File: config.mk
export PLATFORM = sky130hd
export DESIGN_NAME = dmc_ctrl
export DESIGN_NICKNAME = d
export VERILOG_FILES = /design/src/hdl/dmc_pkg.sv /design/src/hdl/dmc_ctrl.sv
export SDC_FILE = /design/constraint.sdc
export NUM_CORES = 1
export LEC_CHECK = 0
export BUFFER_PORTS_ARGS = -buffer_cell sky130_fd_sc_hd__buf_2
export CORE_AREA = 2 2 39 41
export DETAILED_ROUTE_END_ITERATION = 8
export DIE_AREA = 0 0 41 43
export PLACE_DENSITY_LB_ADDON = 0.15
export SLEW_MARGIN = 20
export SYNTH_ARGS = -nofsm -noshare
export SYNTH_HDL_FRONTEND = slang
export SYNTH_SLANG_ARGS = --single-unit
File: constraint.sdc
create_clock -name clk -period 2.4 [get_ports clk]
set_input_delay 0.48 -clock clk [delete_from_list [all_inputs] [get_ports clk]]
set_output_delay 0.48 -clock clk [all_outputs]
set_load 0.02 [all_outputs]
File: src/hdl/dmc_pkg.sv
// Shared types, widths and defaults for the direct-mapped write-through cache.
package dmc_pkg;

	localparam int ADDR_W    = 16;
	localparam int DATA_W    = 64;
	localparam int CNT_W     = 4;
	localparam int CMD_W     = 2;
	localparam int MAX_COUNT = 8;
	localparam int LANE_W    = 3;

	localparam int NUM_LINES_DEF  = 1024;
	localparam int LINE_BYTES_DEF = 16;
	localparam int MEM_BYTES_DEF  = 65536;

	typedef enum logic [CMD_W-1:0] {
		CMD_READ  = 2'd0,
		CMD_WRITE = 2'd1,
		CMD_LOAD  = 2'd2
	} cmd_t;

	typedef enum logic [2:0] {
		ST_CLEAR,
		ST_IDLE,
		ST_DECODE,
		ST_COMPARE,
		ST_FILL,
		ST_ACCESS,
		ST_FINISH
	} state_t;

	// controller -> datapath
	typedef struct packed {
		logic accept;
		logic tag_clr;
		logic tag_wr;
		logic eval;
		logic count_hit;
		logic count_miss;
		logic step_clr;
		logic step_inc;
		logic fill;
		logic access;
		logic out_load;
	} dmc_ctrl_t;

	// datapath -> controller
	typedef struct packed {
		logic             clr_last;
		logic [CMD_W-1:0] cmd;
		logic             hit;
		logic             fill_done;
		logic             acc_done;
		logic             out_free;
	} dmc_stat_t;

endpackage

File: src/hdl/dmc_ctrl.sv
// Controller state machine: clear sweep, lookup, fill, byte access, result handoff.
module dmc_ctrl import dmc_pkg::*; (
	input  logic      clk,
	input  logic      arst_n,
	input  logic      req_valid,
	output logic      req_ready,
	input  dmc_stat_t st,
	output dmc_ctrl_t ctrl
);

	state_t state_q, state_d;

	always_ff @(posedge clk or negedge arst_n) begin
		if (!arst_n) begin
			state_q <= ST_CLEAR;
		end else begin
			state_q <= state_d;
		end
	end

	always_comb begin
		state_d   = state_q;
		ctrl      = '0;
		req_ready = 1'b0;
		case (state_q)
			ST_CLEAR: begin
				ctrl.tag_clr = 1'b1;
				if (st.clr_last) begin
					state_d = ST_IDLE;
				end
			end
			ST_IDLE: begin
				req_ready = 1'b1;
				if (req_valid) begin
					ctrl.accept = 1'b1;
					state_d     = ST_DECODE;
				end
			end
			ST_DECODE: begin
				// tag read goes out here for every command
				ctrl.step_clr = 1'b1;
				case (st.cmd)
					CMD_READ, CMD_WRITE: state_d = ST_COMPARE;
					CMD_LOAD:            state_d = ST_ACCESS;
					default:             state_d = ST_FINISH;
				endcase
			end
			ST_COMPARE: begin
				ctrl.eval     = 1'b1;
				ctrl.step_clr = 1'b1;
				if (st.hit) begin
					ctrl.count_hit = 1'b1;
					state_d        = ST_ACCESS;
				end else begin
					ctrl.count_miss = 1'b1;
					ctrl.tag_wr     = 1'b1;
					state_d         = ST_FILL;
				end
			end
			ST_FILL: begin
				ctrl.fill = 1'b1;
				if (st.fill_done) begin
					ctrl.step_clr = 1'b1;
					state_d       = ST_ACCESS;
				end else begin
					ctrl.step_inc = 1'b1;
				end
			end
			ST_ACCESS: begin
				ctrl.access = 1'b1;
				if (st.acc_done) begin
					state_d = ST_FINISH;
				end else begin
					ctrl.step_inc = 1'b1;
				end
			end
			ST_FINISH: begin
				if (st.out_free) begin
					ctrl.out_load = 1'b1;
					state_d       = ST_IDLE;
				end
			end
			default: begin
				state_d = ST_IDLE;
			end
		endcase
	end

endmodule

### Yosys cells after proc, flatten, opt, wreduce, memory -nomap -nowiden

Index checks and enable logic that the tools add are counted.

| cells by class | value |
|---|---|
| equality and inequality tests | 13 |
| reductions and logical operators | 5 |
| multiplexer cells | 24 |

Operators by type and width:

| kind | number |
|---|---|
| 3-bit one-hot mux with 7 select lines | 1 |
| 3-bit two-way mux | 5 |
| 1-bit two-way mux | 14 |
| 2-bit != test (second input constant) | 5 |
| 3-bit == test (second input constant) | 3 |
| 3-bit by 2-bit == test with 1-bit output (second input constant) | 2 |
| 3-bit one-hot mux with 2 select lines | 1 |
| 5-bit AND reduction | 1 |
| 4-bit two-way mux | 1 |
| 1-bit one-hot mux with 2 select lines | 2 |
| 2-bit OR reduction | 2 |
| 3-bit by 1-bit == test with 1-bit output (second input constant) | 1 |
| 3-bit logical NOT | 1 |
| 2-bit by 1-bit == test with 1-bit output (second input constant) | 1 |
| 2-bit == test (second input constant) | 1 |
| 2-bit logical NOT | 1 |

| word-level totals | value |
|---|---|
| bits in registers | 3 |
| input port bits | 10 |
| output and inout bits | 12 |
| word-level logic and storage cells | 43 |

### Longest topological paths before layout

Gate-level depths: netlist (run 1).

| logic depth | value |
|---|---|
| depth after elaboration | 4 |
| depth in mapped cells | 5 |
| depth with buffers taken out | 3 |

### Least setup slack after synthesis (run 1)

OpenSTA, ideal clock, no wires.

| timing | value |
|---|---|
| kind | reg2out |
| start | register state_q[2] |
| end | output ctrl[8] (netlist name) |
| data arrival time | 1.596 ns |
| setup slack | 0.324 ns |
| data required time | 1.920 ns |
| path buffers | 2 |
| cell stages (with the launch flop) | 6 |
| cell sequence | dfrtp_1 -> buf_2 -> and2b_1 -> and2_1 -> nor2b_1 -> buf_4 |

RTL lines:

| what | RTL line | source |
|---|---|---|
| from (decl) | dmc_ctrl.sv:11 | `state_t state_q, state_d;` |
| from (signal assigned) | dmc_ctrl.sv:17 | `state_q <= state_d;` |
| to (decl) | dmc_ctrl.sv:8 | `output dmc_ctrl_t ctrl` |

==> flow_summary.json, run 1 <==
{
  "outcome": "completed",
  "yosys_warnings": 0,
  "p_int_uw": 305.1,
  "largest_register": "state_q",
  "cts.sink_count": 3,
  "grt_max_degree": 15,
  "peakVddDrop_mv": 0.5287,
  "drive_gt1_frac": 0.4603,
  "crit_path_max_fanout": 13,
  "pre_cts_ws_ns": 0.6770,
  "cts_buffer_depth": 2,
  "firstDrtPassIters": 3,
  "fin_tns_setup_ns": 0,
  "synthCells": 42,
  "postLayoutCellArea_sq_um": 459.2,
  "post-route-period-util": 0.8181,
  "root_buffer": "clkbuf_4",
  "fp-row-count": 14,
  "die_h_microns": 43,
  "timing.clock.skew_ns": 0.0004735,
  "maxCapViolCount": 0,
  "tritoncts": "done",
  "dpl.cell_count": 75,
  "grt_pass1_vias": 340,
  "synthArstFlopShare": 1.000,
  "yosysTopAreaCell": "dfrtp_1",
  "end_kind": "primary output",
  "remaining_drc_errors": 0,
  "p_sw_frac": 0.4928,
  "holdWs_ns": 0.03431,
  "initial_core_util": 0.2378,
  "clockPowerShare": 0.147,
  "p_seq_frac": 0.253,
  "synth_seq_area_share": 0.2281,
  "grt_first_pass_wirelength_microns": 1400,
  "cp.arrival_ns": 1.48,
  "powerDensity_nw_per_um2": 1310,
  "clkLatencyLatePin_ns": 0.23,
  "fmax_mhz": 509.3,
  "io_buffers": 21,
  "path_clk_slew_ns": 0.04,
  "final_net_count": 74,
  "wl_per_cell_microns": 10.29,
  "syn_area_per_cell_sq_um": 7.835,
  "coreArea_sq_um": 1384,
  "min_period_ns": 1.964,
  "synth_common_cells": "nand2_1, nor2b_1, o21ai_0, dfrtp_1, nor2_1",
  "antenna_left": 0,
  "relSlewSlack": 0.7267,
  "comb_power_share": 0.600,
  "hold_buffers": 0,
  "via_per_inst": 4.544,
  "synth.distinct_cells": 22,
  "fin_cells": 79,
  "synth-edff-count": 0,
  "worstSetupStartpointType": "flip-flop",
  "synth.net_count": 52,
  "syn_area_sq_um": 329.1,
  "antenna_found_initial": 0,
  "setup_viol": 0,
  "largest_register_ffs": 3,
  "setup_slack_ns": 0.4365,
  "switchingPower_uw": 296.4,
  "numCtsBuffers": 3,
  "die_w_microns": 41,
  "p_leak_nw": 0.2411,
  "top_regs": "state_q (3)",
  "grtUsageTotal": 0.1201,
  "finalCoreUtilization": 0.3318,
  "p_total_uw": 601.6,
  "drtIter0Drc": 6,
  "cts-htree-levels": 1,
  "finalMaxSlewViolations": 0,
  "grt_setup_unrepaired": "no",
  "grt-ovfl-total": 0,
  "synth-seq-cells": 3,
  "routed_wl_microns": 813,
  "synth_area_leaders": "dfrtp_1, nor2b_1, mux2_2, mux4_2, o21ai_0",
  "dp_hpwl_microns": 656.9,
  "vias": 359,
  "gp_congestion": 0.6775,
  "synth_ff_type": "dfrtp_1",
  "post-synth-top-count-cell": "nand2_1",
  "place_area_sq_um": 432.9,
  "crit_required_ns": 1.92,
  "cts_resized": 0,
  "hp-class": "input pin to async pin",
  "n_antenna_cell": 0,
  "area_delta_synth_final_pct": 39.54,
  "dieArea_sq_um": 1763,
  "synth_top_area_frac": 0.2281,
  "crit_type": "flip-flop to primary output",
  "tightest_slew_ns": 0.3996,
  "pin_count": 22,
  "cts_setup_buffers": 0,
  "final_hold_viol_count": 0
}
[cells in the final DEF (no fill, tap or decap)]
master     instances
nor3_1             2
nand2b_4           1
nand2_1            5
nor2b_1            4
mux2_2             2
clkbuf_1           1
mux4_2             1
buf_2             21
o32ai_1            1
dfrtp_1            3
clkbuf_4           3
o31a_1             1
and2b_1            1
nand2b_1           2
o21ai_0            4
inv_2              1
o211ai_1           1
and2_1             2
or3_1              1
and3_1             2
a2111oi_0          1
nor2_1             3
[kinds of logic (layout without fill, tap and decap cells)]
family,after synthesis,after routing,synth area share
multiplexers,3,3,0.1369
buffers and inverters,5,26,0.07603
AND/OR/NAND/NOR,23,23,0.3954
AO/OA/AOI/OAI,8,8,0.1635
flip-flops,3,3,0.2281
[per-layer routing]
layer	up-vias	GRT usage	wire length (microns)
met5	-	0	0
met4	0	0.08000	0
met3	0	0.04712	54
met2	10	0.1594	411
met1	161	0.1536	347
li1	188	-	-
[power by group through the flow]
stage	Sequential (mW)	Clock [mW]	Combinational (mW)
2_1_floorplan	0.0976	0	0.328
3_3_place_gp	0.157	0	0.371
3_5_place_dp	0.151	0	0.367
4_1_cts	0.151	0.0936	0.368
5_1_grt	0.163	0.101	0.408
6_report	0.152	0.0887	0.361
[critical path, stage by stage, from the launching register on]
cell	delay, ns
dfrtp_1	0.55
mux2_2	0.39
nor2_1	0.12
buf_2	0.18
[final timing paths]
path	startpoint	end	slack, ns	depth (start not counted)
max	state_q[0]$_DFFE_PN0P_	ctrl[3]	0.44	3
min	arst_n	state_q[2]$_DFFE_PN0P_	0.03	1
max reg2reg	state_q[2]$_DFFE_PN0P_	state_q[0]$_DFFE_PN0P_	0.92	3
min reg2reg	state_q[2]$_DFFE_PN0P_	state_q[2]$_DFFE_PN0P_	0.67	2
max in group asynchronous	arst_n	state_q[1]$_DFFE_PN0P_	2.26	1
min in group clk	st[0]	state_q[1]$_DFFE_PN0P_	0.47	2
[cell type report]
cell class	count	area (sq um)
clock buffers	4	26.28
fillers	167	924.6
inverters	1	3.754
multi-input cells	34	229.0
flip-flops and latches	3	75.07
well taps	16	20.02
repair buffers	21	105.1
Power figures use the tool's default switching activity.
==> run 2: changes to the inputs <==
clock period = 1.93 ns   (was 2.4 ns; I/O delays follow)
==> run 2 against run 1 <==
Effect of this change:
- register-to-register slack lost 0.43 ns
- non-clock buffer count grew 2
- via count grew 8.1%
- largest power group unchanged
- clock skew is essentially flat
- final cell count grew 2.5%
- first-iteration DRC count grew 50%
- count of clock-buffer cells in the layout is the same
==> flow_summary.json, run 2 (synthesis gave the netlist of run 1 again) <==
{
  "switchingPower_uw": 373.4,
  "post-route-period-util": 0.9289,
  "numCtsBuffers": 3,
  "wl_per_cell_microns": 10.52,
  "cts.sink_count": 3,
  "path_cells": "mux2_2, nor2_1, buf_2",
  "io_buffers": 21,
  "die_h_microns": 43,
  "tightest_slew_ns": 0.3612,
  "timing.clock.skew_ns": 0.00005723,
  "setup_viol": 0,
  "p_seq_frac": 0.238,
  "crit_required_ns": 1.54,
  "final_net_count": 76,
  "drive_gt1_frac": 0.5077,
  "cp.arrival_ns": 1.41,
  "top_regs": "state_q (3)",
  "root_buffer": "clkbuf_4",
  "grt_max_degree": 14,
  "final_cell_mix": "buf_2, nand2_1, o21ai_0",
  "grt_pass1_vias": 314,
  "min_period_ns": 1.793,
  "layout.cells.most_common": "buf_2",
  "p_int_uw": 397.8,
  "cts_buffer_depth": 2,
  "outcome": "completed",
  "dp_hpwl_microns": 685.7,
  "tritoncts": "done",
  "fp-row-count": 14,
  "grtUsageTotal": 0.1026,
  "vias": 388,
  "area_delta_synth_final_pct": 46.39,
  "peakVddDrop_mv": 0.5835,
  "slowest_stage": "dfrtp_2",
  "routed_wl_microns": 852,
  "crit_buf_inv": 1,
  "maxCapViolCount": 0,
  "crit_type": "flip-flop to primary output",
  "dieArea_sq_um": 1763,
  "worstSetupStartpointType": "flip-flop",
  "fmax_mhz": 557.8,
  "clockPowerShare": 0.142,
  "gp_congestion": 0.6444,
  "fin_tns_setup_ns": 0,
  "cts-htree-levels": 1,
  "setup_slack_ns": 0.1371,
  "n_antenna_cell": 0,
  "pre_cts_ws_ns": 0.2720,
  "via_per_inst": 4.790,
  "finalMaxSlewViolations": 0,
  "initial_core_util": 0.2378,
  "final_hold_viol_count": 0,
  "grt-ovfl-total": 0,
  "antenna_left": 0,
  "relSlewSlack": 0.7530,
  "antenna_found_initial": 0,
  "cp_top_family": "flip-flops",
  "end_kind": "primary output",
  "largest_register_ffs": 3,
  "p_leak_nw": 0.2484,
  "die_w_microns": 41,
  "coreArea_sq_um": 1384,
  "cp_slowest_stage_delay_ns": 0.47,
  "clkLatencyLatePin_ns": 0.23,
  "powerDensity_nw_per_um2": 1601,
  "largest_register": "state_q",
  "drtIter0Drc": 9,
  "grt_first_pass_wirelength_microns": 1200,
  "hp-class": "input pin to flip-flop",
  "remaining_drc_errors": 0,
  "p_sw_frac": 0.4842,
  "comb_power_share": 0.620,
  "path_clk_slew_ns": 0.04,
  "crit_path_max_fanout": 13,
  "firstDrtPassIters": 4,
  "cts_setup_buffers": 0,
  "grt_setup_unrepaired": "no",
  "pin_count": 22
}
[run 2: changes by cell type in the layout (fill, tap and decap cells not counted)]
cell / change
dlygate4sd3_1: +1
dfrtp_2: +2
dfrtp_1: -2
buf_4: +1
nor2b_2: +1
nor2b_1: -1
[run 2: final cells by class]
| type | count | area [sq um] |
|---|---|---|
| flip-flops and latches | 3 | 77.57 |
| clock buffers | 4 | 26.28 |
| inverters | 1 | 3.754 |
| fillers | 154 | 902.1 |
| well taps | 16 | 20.02 |
| repair buffers | 23 | 122.6 |
| multi-input cells | 34 | 231.5 |
[run 2: layer usage]
layer,track usage,vias up,share of wire
met5,0,-,0
met4,0.06000,0,0
met3,0.03141,0,0.069
met2,0.1625,16,0.51
met1,0.1133,177,0.42
li1,-,195,-
[run 2: worst paths after layout]
check | from | to | slack (ns) | depth (start not counted)
min in group asynchronous | arst_n | state_q[1]$_DFFE_PN0P_ | 0.48 | 2
worst max-delay path | state_q[0]$_DFFE_PN0P_ | ctrl[3] | 0.14 | 3
max in group asynchronous | arst_n | state_q[2]$_DFFE_PN0P_ | 1.33 | 2
worst min register to register | state_q[2]$_DFFE_PN0P_ | state_q[2]$_DFFE_PN0P_ | 0.61 | 2
worst max register to register | state_q[2]$_DFFE_PN0P_ | state_q[0]$_DFFE_PN0P_ | 0.49 | 3
worst min-delay path | st[0] | state_q[1]$_DFFE_PN0P_ | 0.38 | 2
[run 2: repair_timing]
item                                    in CTS  in global routing
hold endpoints to repair                     3                  0
gates resized for setup                      0                  2
endpoints found under the setup margin       0                  3
hold buffers                                 1                  0
[run 2: worst register-to-register path, cell delays in order, from the launching register on]
cell     delay (ns)
dfrtp_2        0.46
inv_2          0.10
mux4_2         0.48
mux2_2         0.28
[run 2: stage by stage]
step	util	hold slack, ns	cells	total power, mW	cell area [sq um]
3_5_place_dp	0.3201	0.1844	76	0.6611	442.9
2_1_floorplan	-	0.09041	42	0.5306	331.6
4_1_cts	0.3463	0.3705	81	0.7796	479.2
3_3_place_gp	0.3201	0.1850	76	0.6681	442.9
6_report	0.3481	0.3779	81	0.7712	481.7
5_1_grt	0.3481	0.3696	81	0.8454	481.7
[run 2: power by group through the flow]
| stage | clock network, mW | logic [mW] | registers, mW |
|---|---|---|---|
| floorplan | 0 | 0.409 | 0.121 |
| global placement | 0 | 0.489 | 0.179 |
| detailed placement | 0 | 0.483 | 0.178 |
| CTS | 0.116 | 0.486 | 0.177 |
| global route | 0.125 | 0.526 | 0.195 |
| finish | 0.109 | 0.478 | 0.183 |
